### config.mk
export PLATFORM = sky130hd
export DESIGN_NAME = s_curve_step_rate_profile
export DESIGN_NICKNAME = d
export VERILOG_FILES = /design/src/design/scu_pkg.sv /design/src/design/scu_mul.sv /design/src/design/scu_div.sv /design/src/design/s_curve_step_rate_profile.sv
export SDC_FILE = /design/constraint.sdc
export NUM_CORES = 2
export LEC_CHECK = 0
export BUFFER_PORTS_ARGS = -buffer_cell sky130_fd_sc_hd__buf_2
export CORE_ASPECT_RATIO = 0.6
export CORE_UTILIZATION = 50
export CTS_BUF_LIST = sky130_fd_sc_hd__clkbuf_8
export DETAILED_ROUTE_END_ITERATION = 8
export HOLD_SLACK_MARGIN = 0.02
export PLACE_DENSITY_LB_ADDON = 0.12
export SLEW_MARGIN = 40
export SYNTH_ARGS = -nofsm -noshare
export SYNTH_HDL_FRONTEND = slang
export SYNTH_SLANG_ARGS = --single-unit
### constraint.sdc
create_clock -name clk -period 12.5 [get_ports clk]
set_input_delay 1.875 -clock clk [delete_from_list [all_inputs] [get_ports clk]]
set_output_delay 1.875 -clock clk [all_outputs]
set_load 0.01 [all_outputs]
### src/design/scu_pkg.sv
// ----------------------------------------------------------------------------
// S-curve profile package
// Shared widths, segment codes, configuration register indexes and reset
// values for the S-curve step-rate profile block.
// ----------------------------------------------------------------------------
package scu_pkg;

	// Tick counts, jerk, phase lengths and timer scale are all 16 bits wide.
	localparam int CNT_W     = 16;
	// Serial multiplier operand and product widths.
	localparam int MCAND_W   = 32;
	localparam int PROD_W    = MCAND_W + CNT_W;
	// Signed frequency intermediate: holds +/- 2^48 plus a start frequency.
	localparam int FQ_W      = 50;
	// Signed acceleration intermediate and its clamped output width.
	localparam int AY_W      = 34;
	localparam int ACC_W     = 17;
	localparam int ACC_LIMIT = 65535;
	localparam int CFG_IDX_W = 3;

	typedef logic [2:0] seg_t;

	localparam seg_t SEG_JERK_UP   = 3'd0;
	localparam seg_t SEG_ACCEL     = 3'd1;
	localparam seg_t SEG_JERK_DOWN = 3'd2;
	localparam seg_t SEG_CRUISE    = 3'd3;
	localparam seg_t SEG_DECEL_UP  = 3'd4;
	localparam seg_t SEG_DECEL     = 3'd5;
	localparam seg_t SEG_FINAL     = 3'd6;

	typedef logic [CFG_IDX_W-1:0] cfg_idx_t;

	localparam cfg_idx_t CFG_JERK   = 3'd0;
	localparam cfg_idx_t CFG_PHASE0 = 3'd1;
	localparam cfg_idx_t CFG_PHASE1 = 3'd2;
	localparam cfg_idx_t CFG_PHASE2 = 3'd3;
	localparam cfg_idx_t CFG_CRUISE = 3'd4;
	localparam cfg_idx_t CFG_SCALE  = 3'd5;

	localparam logic [CNT_W-1:0] CNT_MAX    = '1;
	localparam logic [CNT_W-1:0] JERK_RST   = 16'd1;
	localparam logic [CNT_W-1:0] CRUISE_RST = 16'hFFFF;
	localparam logic [CNT_W-1:0] SCALE_RST  = 16'd1000;

endpackage

### src/design/scu_mul.sv
// ----------------------------------------------------------------------------
// S-curve serial multiplier
// Unsigned shift-add multiplier that retires one multiplier bit per cycle.
// ----------------------------------------------------------------------------
module scu_mul #(
	parameter int A_W = 32,
	parameter int B_W = 16
) (
	input  logic               clk,
	input  logic               arst_n,
	input  logic               start,
	input  logic [A_W-1:0]     a,
	input  logic [B_W-1:0]     b,
	output logic               done,
	output logic [A_W+B_W-1:0] prod
);

	localparam int P_W      = A_W + B_W;
	localparam int CNT_BITS = $clog2(B_W + 1);

	logic [P_W-1:0]      prod_q;
	logic [A_W-1:0]      mcand_q;
	logic [CNT_BITS-1:0] cnt_q;
	logic                done_q;
	logic [A_W:0]        sum;

	// The low half holds the multiplier; each cycle its low bit decides
	// whether the multiplicand is added to the high half, then all shifts right.
	assign sum = {1'b0, prod_q[P_W-1:B_W]} + (prod_q[0] ? {1'b0, mcand_q} : '0);

	always_ff @(posedge clk or negedge arst_n) begin
		if (!arst_n) begin
			cnt_q  <= '0;
			done_q <= 1'b0;
		end else begin
			done_q <= !start && (cnt_q == CNT_BITS'(1));
			if (start) begin
				cnt_q <= CNT_BITS'(B_W);
			end else if (cnt_q != '0) begin
				cnt_q <= cnt_q - 1'b1;
			end
		end
	end

	always_ff @(posedge clk) begin
		if (start) begin
			prod_q  <= {A_W'(0), b};
			mcand_q <= a;
		end else if (cnt_q != '0) begin
			prod_q <= {sum, prod_q[B_W-1:1]};
		end
	end

	assign done = done_q;
	assign prod = prod_q;

endmodule

### src/design/scu_div.sv
// ----------------------------------------------------------------------------
// S-curve serial divider
// Restoring divider that produces one quotient bit per cycle, MSB first.
// ----------------------------------------------------------------------------
module scu_div #(
	parameter int DVD_W = 16,
	parameter int DVS_W = 16
) (
	input  logic             clk,
	input  logic             arst_n,
	input  logic             start,
	input  logic [DVD_W-1:0] dividend,
	input  logic [DVS_W-1:0] divisor,
	output logic             done,
	output logic [DVD_W-1:0] quot
);

	localparam int CNT_BITS = $clog2(DVD_W + 1);

	logic [DVS_W-1:0]    rem_q;
	logic [DVS_W-1:0]    dvs_q;
	logic [DVD_W-1:0]    quo_q;
	logic [CNT_BITS-1:0] cnt_q;
	logic                done_q;
	logic [DVS_W:0]      trial;
	logic [DVS_W:0]      diff;
	logic                ge;

	// The dividend shifts out of the top of quo_q while quotient bits shift
	// in at the bottom.
	assign trial = {rem_q, quo_q[DVD_W-1]};
	assign diff  = trial - {1'b0, dvs_q};
	assign ge    = trial >= {1'b0, dvs_q};

	always_ff @(posedge clk or negedge arst_n) begin
		if (!arst_n) begin
			cnt_q  <= '0;
			done_q <= 1'b0;
		end else begin
			done_q <= !start && (cnt_q == CNT_BITS'(1));
			if (start) begin
				cnt_q <= CNT_BITS'(DVD_W);
			end else if (cnt_q != '0) begin
				cnt_q <= cnt_q - 1'b1;
			end
		end
	end

	always_ff @(posedge clk) begin
		if (start) begin
			rem_q <= '0;
			quo_q <= dividend;
			dvs_q <= divisor;
		end else if (cnt_q != '0) begin
			rem_q <= ge ? diff[DVS_W-1:0] : trial[DVS_W-1:0];
			quo_q <= {quo_q[DVD_W-2:0], ge};
		end
	end

	assign done = done_q;
	assign quot = quo_q;

endmodule

### src/design/s_curve_step_rate_profile.sv
// ----------------------------------------------------------------------------
// S-curve step-rate profile
// Per-axis seven-segment jerk-limited velocity profile driven by timer ticks.
// Each transfer on the input channel is one elapsed timer of one axis. The
// block advances that axis's tick count and either returns one result
// (frequency, acceleration, timer reload period and half-period compare) or,
// at the end of a segment, moves the axis to its next segment with no result.
// Configuration writes use their own channel, which is always ready; they are
// meant to happen while the block is idle. A tick that gives a result runs
// two passes of 16-step serial multiplication and then a 16-step serial
// division before its result is written to the output register and the
// block takes its next input; a zero frequency or a segment end skips the
// division. Ticks for an absent axis are dropped at the input transfer.
// Reset clears all axis state to the jerk-up segment and loads the
// register reset values. A result that the receiver stalls holds the output
// register; the next tick is still accepted and worked on, and only its final
// write waits for the output register to drain.
// ----------------------------------------------------------------------------
module s_curve_step_rate_profile #(
	parameter int NUM_AXES  = 3,
	parameter int FREQ_BITS = 16
) (
	input  logic                                  clk,
	input  logic                                  arst_n,
	input  logic                                  cfg_valid,
	output logic                                  cfg_ready,
	input  scu_pkg::cfg_idx_t                     cfg_index,
	input  logic [scu_pkg::CNT_W-1:0]             cfg_data,
	input  logic                                  in_valid,
	output logic                                  in_ready,
	input  logic [1:0]                            axis,
	output logic                                  out_valid,
	input  logic                                  out_ready,
	output logic [1:0]                            out_axis,
	output scu_pkg::seg_t                         segment,
	output logic [15:0]                           step_freq,
	output logic signed [scu_pkg::ACC_W-1:0]      accel,
	output logic [15:0]                           timer_period,
	output logic [14:0]                           timer_compare,
	output logic                                  clamped
);

	import scu_pkg::*;

	localparam int AX_W = (NUM_AXES > 1) ? $clog2(NUM_AXES) : 1;
	localparam int FM_W = FQ_W - 1;
	localparam logic [FM_W-1:0] FREQ_MAX  = FM_W'((64'd1 << FREQ_BITS) - 64'd1);
	localparam logic [FM_W-1:0] START_MAX = FM_W'(CNT_MAX);
	localparam logic signed [AY_W-1:0] ACC_HI = AY_W'(ACC_LIMIT);
	localparam logic signed [AY_W-1:0] ACC_LO = -ACC_HI;

	typedef enum logic [7:0] {
		ST_IDLE  = 8'b0000_0001,
		ST_MUL1  = 8'b0000_0010,
		ST_MUL2  = 8'b0000_0100,
		ST_COMB  = 8'b0000_1000,
		ST_FREQ  = 8'b0001_0000,
		ST_CLAMP = 8'b0010_0000,
		ST_DIV   = 8'b0100_0000,
		ST_FIN   = 8'b1000_0000
	} st_t;

	st_t state_q, state_d;

	// Configuration registers.
	logic [CNT_W-1:0] jerk_q;
	logic [CNT_W-1:0] phase_q [NUM_AXES];
	logic [CNT_W-1:0] cruise_q;
	logic [CNT_W-1:0] scale_q;

	// Per-axis profile state.
	seg_t             segs_q    [NUM_AXES];
	logic [CNT_W-1:0] ticks_q   [NUM_AXES];
	logic [CNT_W-1:0] start_f_q [NUM_AXES];

	// Registers of the item in flight.
	logic [1:0]              item_axis_q;
	seg_t                    iseg_q;
	logic [CNT_W-1:0]        tinc_q;
	logic [CNT_W-1:0]        teval_q;
	logic [CNT_W-1:0]        f0_q;
	logic                    end_q;
	logic [MCAND_W-1:0]      p_q;
	logic [MCAND_W-1:0]      a_q;
	logic signed [FQ_W-1:0]  x_q;
	logic signed [AY_W-1:0]  y_q;
	logic signed [FQ_W-1:0]  f_q;
	logic signed [ACC_W-1:0] acc_q;
	logic [FREQ_BITS-1:0]    fc_q;
	logic [CNT_W-1:0]        endf_q;
	logic                    clp_q;
	logic                    fz_q;

	// Output register.
	logic                    out_valid_q;
	logic [1:0]              out_axis_q;
	seg_t                    segment_q;
	logic [15:0]             step_freq_q;
	logic signed [ACC_W-1:0] accel_q;
	logic [15:0]             period_q;
	logic                    clamped_q;

	// ------------------------------------------------------------------
	// Configuration channel. Index 1 to 3 selects the phase length of one
	// axis; a write for an axis that is not built is dropped.
	// ------------------------------------------------------------------
	assign cfg_ready = 1'b1;

	always_ff @(posedge clk or negedge arst_n) begin
		if (!arst_n) begin
			jerk_q   <= JERK_RST;
			cruise_q <= CRUISE_RST;
			scale_q  <= SCALE_RST;
			for (int i = 0; i < NUM_AXES; i++) begin
				phase_q[i] <= '0;
			end
		end else if (cfg_valid && cfg_ready) begin
			case (cfg_index)
				CFG_JERK: begin
					jerk_q <= cfg_data;
				end
				CFG_PHASE0, CFG_PHASE1, CFG_PHASE2: begin
					for (int i = 0; i < NUM_AXES; i++) begin
						if (int'(cfg_index - CFG_PHASE0) == i) begin
							phase_q[i] <= cfg_data;
						end
					end
				end
				CFG_CRUISE: begin
					cruise_q <= cfg_data;
				end
				CFG_SCALE: begin
					scale_q <= cfg_data;
				end
				default: begin
				end
			endcase
		end
	end

	// ------------------------------------------------------------------
	// Input transfer. The tick count is raised (saturating) and compared
	// with the segment length. The profile is evaluated at the raised count,
	// or at the segment length when the segment ends, since that value is
	// the next segment's start frequency.
	// ------------------------------------------------------------------
	logic [AX_W-1:0]  in_ax;
	logic             ax_ok;
	seg_t             in_seg;
	logic [CNT_W-1:0] in_ticks;
	logic [CNT_W-1:0] in_t_len;
	logic [CNT_W-1:0] in_tinc;
	logic [CNT_W-1:0] in_len;
	logic             in_end;
	logic [CNT_W-1:0] in_teval;
	logic             accept;
	logic             start1;

	assign in_ax    = AX_W'(axis);
	assign ax_ok    = int'(axis) < NUM_AXES;
	assign in_seg   = segs_q[in_ax];
	assign in_ticks = ticks_q[in_ax];
	assign in_t_len = phase_q[in_ax];
	assign in_tinc  = (in_ticks == CNT_MAX) ? CNT_MAX : in_ticks + CNT_W'(1);
	assign in_len   = (in_seg == SEG_CRUISE) ? cruise_q : in_t_len;
	assign in_end   = in_tinc >= in_len;
	assign in_teval = in_end ? in_len : in_tinc;

	assign in_ready = (state_q == ST_IDLE);
	assign accept   = in_valid && in_ready;
	assign start1   = accept && ax_ok;

	// ------------------------------------------------------------------
	// Two serial multipliers, used twice. First pass: J*t and A = J*T.
	// Second pass: (J*t)*t, which halved is H(t), and A*t.
	// ------------------------------------------------------------------
	logic               mul_start;
	logic [MCAND_W-1:0] mx_a, my_a;
	logic [CNT_W-1:0]   mx_b, my_b;
	logic               mx_done, my_done;
	logic [PROD_W-1:0]  mx_prod, my_prod;

	assign mul_start = start1 || ((state_q == ST_MUL1) && mx_done);
	assign mx_a = (state_q == ST_IDLE) ? MCAND_W'(jerk_q) : mx_prod[MCAND_W-1:0];
	assign my_a = (state_q == ST_IDLE) ? MCAND_W'(jerk_q) : my_prod[MCAND_W-1:0];
	assign mx_b = (state_q == ST_IDLE) ? in_teval : teval_q;
	assign my_b = (state_q == ST_IDLE) ? in_t_len : teval_q;

	scu_mul #(
		.A_W(MCAND_W),
		.B_W(CNT_W)
	) u_mul_x (
		.clk   (clk),
		.arst_n(arst_n),
		.start (mul_start),
		.a     (mx_a),
		.b     (mx_b),
		.done  (mx_done),
		.prod  (mx_prod)
	);

	scu_mul #(
		.A_W(MCAND_W),
		.B_W(CNT_W)
	) u_mul_y (
		.clk   (clk),
		.arst_n(arst_n),
		.start (mul_start),
		.a     (my_a),
		.b     (my_b),
		.done  (my_done),
		.prod  (my_prod)
	);

	// ------------------------------------------------------------------
	// Segment arithmetic. The deceleration segments mirror the acceleration
	// ones, so one offset x (frequency) and y (acceleration) is formed per
	// segment pair and then added to or subtracted from the base.
	// ------------------------------------------------------------------
	logic signed [FQ_W-1:0] h_s, at_s, x_d, base, f_d;
	logic signed [AY_W-1:0] p_s, a_s, y_d, yv, acc_d;
	logic                   neg;

	assign h_s  = $signed(FQ_W'(mx_prod[PROD_W-1:1]));
	assign at_s = $signed(FQ_W'(my_prod));
	assign p_s  = $signed(AY_W'(p_q));
	assign a_s  = $signed(AY_W'(a_q));

	always_comb begin
		case (iseg_q)
			SEG_JERK_UP, SEG_DECEL_UP: begin
				x_d = h_s;
				y_d = p_s;
			end
			SEG_ACCEL, SEG_DECEL: begin
				x_d = at_s;
				y_d = a_s;
			end
			SEG_JERK_DOWN, SEG_FINAL: begin
				x_d = at_s - h_s;
				y_d = a_s - p_s;
			end
			default: begin
				x_d = '0;
				y_d = '0;
			end
		endcase
	end

	// The first segment starts from rest and ignores the stored start value.
	assign neg  = (iseg_q >= SEG_DECEL_UP);
	assign base = (iseg_q == SEG_JERK_UP) ? '0 : $signed(FQ_W'(f0_q));
	assign f_d  = neg ? base - x_q : base + x_q;
	assign yv   = neg ? -y_q : y_q;
	assign acc_d = (yv > ACC_HI) ? ACC_HI : ((yv < ACC_LO) ? ACC_LO : yv);

	// ------------------------------------------------------------------
	// Frequency clamps: one to the output range, one to the 16-bit range of
	// the stored start frequency.
	// ------------------------------------------------------------------
	logic                 f_neg;
	logic [FM_W-1:0]      f_mag;
	logic                 f_hi;
	logic [FREQ_BITS-1:0] fc_d;
	logic [CNT_W-1:0]     endf_d;
	logic                 fz_d;
	logic                 div_start;
	logic                 div_done;
	logic [CNT_W-1:0]     div_quot;

	assign f_neg  = f_q[FQ_W-1];
	assign f_mag  = f_q[FM_W-1:0];
	assign f_hi   = !f_neg && (f_mag > FREQ_MAX);
	assign fc_d   = f_neg ? '0 : (f_hi ? FREQ_BITS'(FREQ_MAX) : f_mag[FREQ_BITS-1:0]);
	assign endf_d = f_neg ? '0 : ((f_mag > START_MAX) ? CNT_MAX : f_mag[CNT_W-1:0]);
	assign fz_d   = (fc_d == '0);

	// The period is only computed for a nonzero frequency of a tick that
	// gives a result; a zero frequency saturates the period instead.
	assign div_start = (state_q == ST_CLAMP) && !end_q && !fz_d;

	scu_div #(
		.DVD_W(CNT_W),
		.DVS_W(FREQ_BITS)
	) u_div (
		.clk     (clk),
		.arst_n  (arst_n),
		.start   (div_start),
		.dividend(scale_q),
		.divisor (fc_d),
		.done    (div_done),
		.quot    (div_quot)
	);

	// ------------------------------------------------------------------
	// Sequencer.
	// ------------------------------------------------------------------
	logic fin_go;

	// A segment end has nothing to deliver; a result waits for the output
	// register to be free.
	assign fin_go = end_q || !out_valid_q || out_ready;

	always_comb begin
		state_d = state_q;
		case (state_q)
			ST_IDLE: begin
				if (start1) begin
					state_d = ST_MUL1;
				end
			end
			ST_MUL1: begin
				if (mx_done) begin
					state_d = ST_MUL2;
				end
			end
			ST_MUL2: begin
				if (mx_done) begin
					state_d = ST_COMB;
				end
			end
			ST_COMB: begin
				state_d = ST_FREQ;
			end
			ST_FREQ: begin
				state_d = ST_CLAMP;
			end
			ST_CLAMP: begin
				state_d = (end_q || fz_d) ? ST_FIN : ST_DIV;
			end
			ST_DIV: begin
				if (div_done) begin
					state_d = ST_FIN;
				end
			end
			ST_FIN: begin
				if (fin_go) begin
					state_d = ST_IDLE;
				end
			end
			default: begin
				state_d = ST_IDLE;
			end
		endcase
	end

	always_ff @(posedge clk or negedge arst_n) begin
		if (!arst_n) begin
			state_q <= ST_IDLE;
		end else begin
			state_q <= state_d;
		end
	end

	// Item datapath registers.
	always_ff @(posedge clk) begin
		if (start1) begin
			item_axis_q <= axis;
			iseg_q      <= in_seg;
			tinc_q      <= in_tinc;
			teval_q     <= in_teval;
			f0_q        <= start_f_q[in_ax];
			end_q       <= in_end;
		end
		if ((state_q == ST_MUL1) && mx_done) begin
			p_q <= mx_prod[MCAND_W-1:0];
			a_q <= my_prod[MCAND_W-1:0];
		end
		if (state_q == ST_COMB) begin
			x_q <= x_d;
			y_q <= y_d;
		end
		if (state_q == ST_FREQ) begin
			f_q   <= f_d;
			acc_q <= acc_d[ACC_W-1:0];
		end
		if (state_q == ST_CLAMP) begin
			fc_q   <= fc_d;
			endf_q <= endf_d;
			clp_q  <= f_neg || f_hi;
			fz_q   <= fz_d;
		end
	end

	// ------------------------------------------------------------------
	// Per-axis state write-back at the end of the item. A segment end
	// clears the count, steps the segment and stores the start frequency
	// of the next segment, which is zero again after the final segment.
	// ------------------------------------------------------------------
	always_ff @(posedge clk or negedge arst_n) begin
		if (!arst_n) begin
			for (int i = 0; i < NUM_AXES; i++) begin
				segs_q[i]    <= SEG_JERK_UP;
				ticks_q[i]   <= '0;
				start_f_q[i] <= '0;
			end
		end else if ((state_q == ST_FIN) && fin_go) begin
			for (int i = 0; i < NUM_AXES; i++) begin
				if (int'(item_axis_q) == i) begin
					if (end_q) begin
						ticks_q[i] <= '0;
						if (iseg_q == SEG_FINAL) begin
							segs_q[i]    <= SEG_JERK_UP;
							start_f_q[i] <= '0;
						end else begin
							segs_q[i]    <= seg_t'(iseg_q + 1'b1);
							start_f_q[i] <= endf_q;
						end
					end else begin
						ticks_q[i] <= tinc_q;
					end
				end
			end
		end
	end

	// ------------------------------------------------------------------
	// Output register.
	// ------------------------------------------------------------------
	logic load_out;

	assign load_out = (state_q == ST_FIN) && fin_go && !end_q;

	always_ff @(posedge clk or negedge arst_n) begin
		if (!arst_n) begin
			out_valid_q <= 1'b0;
		end else if (load_out) begin
			out_valid_q <= 1'b1;
		end else if (out_ready) begin
			out_valid_q <= 1'b0;
		end
	end

	always_ff @(posedge clk) begin
		if (load_out) begin
			out_axis_q  <= item_axis_q;
			segment_q   <= iseg_q;
			step_freq_q <= 16'(fc_q);
			accel_q     <= acc_q;
			period_q    <= fz_q ? CNT_MAX : div_quot;
			clamped_q   <= clp_q || fz_q;
		end
	end

	assign out_valid     = out_valid_q;
	assign out_axis      = out_axis_q;
	assign segment       = segment_q;
	assign step_freq     = step_freq_q;
	assign accel         = accel_q;
	assign timer_period  = period_q;
	assign timer_compare = period_q[15:1];
	assign clamped       = clamped_q;

	// ------------------------------------------------------------------
	// Assertions.
	// ------------------------------------------------------------------

	// Both multipliers are started together and must finish together.
	assert property (@(posedge clk) disable iff (!arst_n) mx_done == my_done)
		else $error("multipliers finished in different cycles");

	// A multiplier only finishes while the sequencer waits for it.
	assert property (@(posedge clk) disable iff (!arst_n)
		mx_done |-> (state_q == ST_MUL1 || state_q == ST_MUL2))
		else $error("multiplier finished outside a multiply state");

	// The divider only finishes while the sequencer waits for it.
	assert property (@(posedge clk) disable iff (!arst_n)
		div_done |-> (state_q == ST_DIV))
		else $error("divider finished outside the divide state");

	// A result is never written over a stalled result.
	assert property (@(posedge clk) disable iff (!arst_n)
		(state_q == ST_FIN && !end_q && out_valid_q && !out_ready) |=> (state_q == ST_FIN))
		else $error("result left the final state while the output was stalled");

	// A new result only appears from the final state.
	assert property (@(posedge clk) disable iff (!arst_n)
		$rose(out_valid_q) |-> $past(state_q == ST_FIN))
		else $error("output became valid outside the final state");

endmodule
==> impl_metrics.toml <==
[clock_network]
root_buffer = "clkbuf_8"
clk_path_buf_depth = 3
cts_sinks = 791
cts_buffers = 117
clkTransAtPathRegs_ns = 0.07
htree_levels = 3
cts-hold-fix-buffers = 0
cts_resized = 0
clk_latency_ns = 0.82
cts_setup_buffers = 0
cts_tree = "done"

[placement]
place_ws_ns = 4.25
dp_hpwl_mm = 91.5
dpl.cell_count = 5358
gp_congestion = 0.956
io_buffers = 97

[global_routing]
grt_pass1_vias = 29500
antenna_found_initial = 4
gr-usage-all-layers_pct = 27.4
overflow = 0
grt_pass1_wl_mm = 186
grt_max_degree = 147

[sta]
hold_viol = 0
setup_viol = 0
slew_violations = 0
slew_headroom_pct = 44.6
setup_tns_ns = 0
skew_ns = 0.0464
min_period_ns = 7.54
worst_pin_slew_ns = 0.829
setup_ws_ns = 4.96
min_period_over_period_pct = 60.4
fmax_mhz = 133
rsz0062_at_grt = "no"

[yosys]
syn_nets = 4483
async_flop_share_pct = 28.7
ys_ff_latch = 791
synth_area_mm2 = 0.0440
synth.avg_cell_area_um2 = 10.4
syn-instance-count = 4248
synth_flop_cell = "edfxtp_1"
synth_cell_types = 89
yosys_warnings = 0
synth_enable_flop_cells = 484
ys_seq_area_share_pct = 49.6

[run_status]
status = "finished, final reports clean"

[critical_path]
cpMaxStageDelayCell = "nor2b_4"
critPathKind = "input port to flop"
cp-start-kind = "input port"
critical_path.max_stage_delay_ns = 0.67
cp_num_buf_inv = 4
path_cells = "buf_2, buf_4, nor2b_4, buf_4, o2bb2ai_1, ha_1, nand3_1, or3_1, nor2_1, nand2_1, nand2_1, ha_1, a21oi_1, nor2b_1, o21ai_0, or4b_2, a211oi_1, o21ai_2, buf_4, o21a_1, a211oi_1, a21oi_1"
crit_fanout = 54
cp.required_ns = 13.02
arrival_ns = 8.07
critPathMostFrequentCell = "buf_4"
worst_setup_path_end_kind = "flop"
path_delay_family = "simple AND/OR/NAND/NOR gates"

[final_layout]
area_growth_pct = 9.39
fillers = 7571
finalNonFillerCells = 5585
nets = 4566
drive_above_1_share_pct = 13.2

[power_and_ir_drop]
p_leak_nw = 20.0
peakVddDrop_uv = 90.1
powerDensity_mw_per_mm2 = 107

[floorplanning]
io-pin-count = 99
rows = 83
die_h_um = 232
core_mm2 = 0.0864
die_area_mm2 = 0.0893
start_util_pct = 51.0
die_w_um = 385

[detailed_routing]
ant_nets = 0
drt-total-wl_mm = 123
drt-initial-drc-count = 3592
wl_per_cell_um = 22.0
viasPerCell = 5.82
vias = 32500
drc_errors = 0
firstDrtPassIters = 6

[run]
cap_violations = 0

[hold_path]
hp-class = "flop to flop"
-- cells in the mapped netlist, types with 33 or more instances --
cell      count  area share, %
nor3_1       70           0.80
a211oi_1     49           0.84
o22ai_1      69           0.98
ha_1        203            5.8
o21a_1       45           0.77
o21ai_0     281            3.2
nand3_1      61           0.69
mux2i_1     166            3.8
nor2b_1      65           0.92
dfrtp_1     203             12
a31oi_1      38           0.54
and3_1       33           0.47
xnor2_1     163            3.2
inv_1       189            1.6
dfxtp_1      80            3.6
nor2_1      248            2.1
a21o_1       73            1.2
a21oi_1     307            3.5
nand2_1     462            3.9
xor2_1       81            1.6
mux2_2      151            3.9
nand2b_1     49           0.70
and2_1      106            1.5
edfxtp_1    484             33
clkbuf_1    155            1.3
-- worst reg2reg max path, delay by kind of cell, from the launching register on --
family          cells  cell delay [ns]
compound gates      8             1.73
buf+inv             1             0.26
flops               1             0.36
mux                 1             0.08
simple gates        7             2.05
fa+ha+maj           2             0.56
-- final timing paths --
check	startpoint	endpoint	slack, ns	depth (start not counted)
worst max-delay path	axis[0]	u_mul_x.prod[11]$_DFFE_PP_	4.96	22
worst min-delay path	fc_q[4]$_DFFE_PP_	step_freq[4]$_DFFE_PP_	0.41	0
worst max register to register	ticks_q[0]$_DFFE_PN0P_	u_mul_x.prod[11]$_DFFE_PP_	7.17	19
worst min register to register	fc_q[4]$_DFFE_PP_	step_freq[4]$_DFFE_PP_	0.41	0
max in group asynchronous	arst_n	jerk_q[0]$_DFFE_PN1P_	10.15	3
min in group asynchronous	arst_n	start_f_q[13]$_DFFE_PN0P_	1.02	1
-- state kept, by name (all words and copies together), names as in the netlist, 17 cells and up --
name / cells
f_q: 50
x_q: 49
phase_q: 48
start_f_q: 48
ticks_q: 48
u_mul_x.prod: 48
u_mul_y.prod: 48
y_q: 33
a_q: 32
p_q: 32
u_mul_x.mcand_q: 32
u_mul_y.mcand_q: 32
acc_q: 17
accel: 17
-- stage by stage --
step / cell area (um^2) / hold slack, ns / total power, mW / utilization (%)
2_1_floorplan: 44000 / 0.400 / 3.01 / -
3_3_place_gp: 45800 / 0.401 / 3.09 / 53.0
3_5_place_dp: 45800 / 0.405 / 3.10 / 53.0
4_1_cts: 48100 / 0.408 / 5.18 / 55.7
5_1_grt: 48200 / 0.427 / 5.31 / 55.8
6_report: 48200 / 0.409 / 5.14 / 55.8
-- per-layer routing --
| layer | vias up | part of all wire, % | GRT usage [%] |
|---|---|---|---|
| li1 | 15600 | - | - |
| met1 | 15600 | 53 | 47.0 |
| met2 | 1249 | 34 | 31.3 |
| met3 | 135 | 12 | 8.94 |
| met4 | 0 | 1.7 | 5.69 |
| met5 | - | 0 | 0 |
-- placed cells by master, fill, tap and decap left out, types with 29 or more instances in the layout --
cell,Yosys,routed
a211oi_1,49,49
a21o_1,73,73
a21oi_1,307,307
a31oi_1,38,37
and2_1,106,106
and3_1,33,31
buf_2,4,95
buf_4,18,64
clkbuf_8,0,134
dfrtp_1,203,203
dfxtp_1,80,80
edfxtp_1,484,484
ha_1,203,203
inv_1,189,232
mux2_2,151,151
mux2i_1,166,166
nand2_1,462,460
nand2b_1,49,48
nand3_1,61,61
nor2_1,248,246
nor2b_1,65,64
nor3_1,70,68
nor4_1,30,29
o21a_1,45,45
o21ai_0,281,280
o22ai_1,69,69
xnor2_1,163,163
xor2_1,81,81
-- cell type report --
cell class / count / area [um^2] / share of cell area [%]
inverters: 190 / 718 / 1.49
multi-input cells: 3064 / 20800 / 43.2
flip-flops and latches: 791 / 21800 / 45.3
diodes: 6 / 15.0 / 0.0312
clock inverters: 86 / 434 / 0.901
clock buffers: 134 / 1840 / 3.83
repair buffers: 167 / 1080 / 2.25
well taps: 1147 / 1440 / 2.98
-- where the power goes --
group	internal (mW)	switching (mW)
sequential	2.83	0.0523
combinational	0.0808	0.0888
clock	1.02	1.06
-- cell families (layout without fill, tap and decap cells) --
group	after synthesis	count (layout)	synth area share [%]
fa+ha+maj	209	209	6.04
mux	317	317	7.63
other cells	1	7	0.00851
xor+xnor	248	248	5.00
compound gates	1017	1017	14.0
flops	791	791	49.6
simple gates	1272	1272	14.2
buf+inv	393	577	3.51
(Power assumes the default switching activity.)
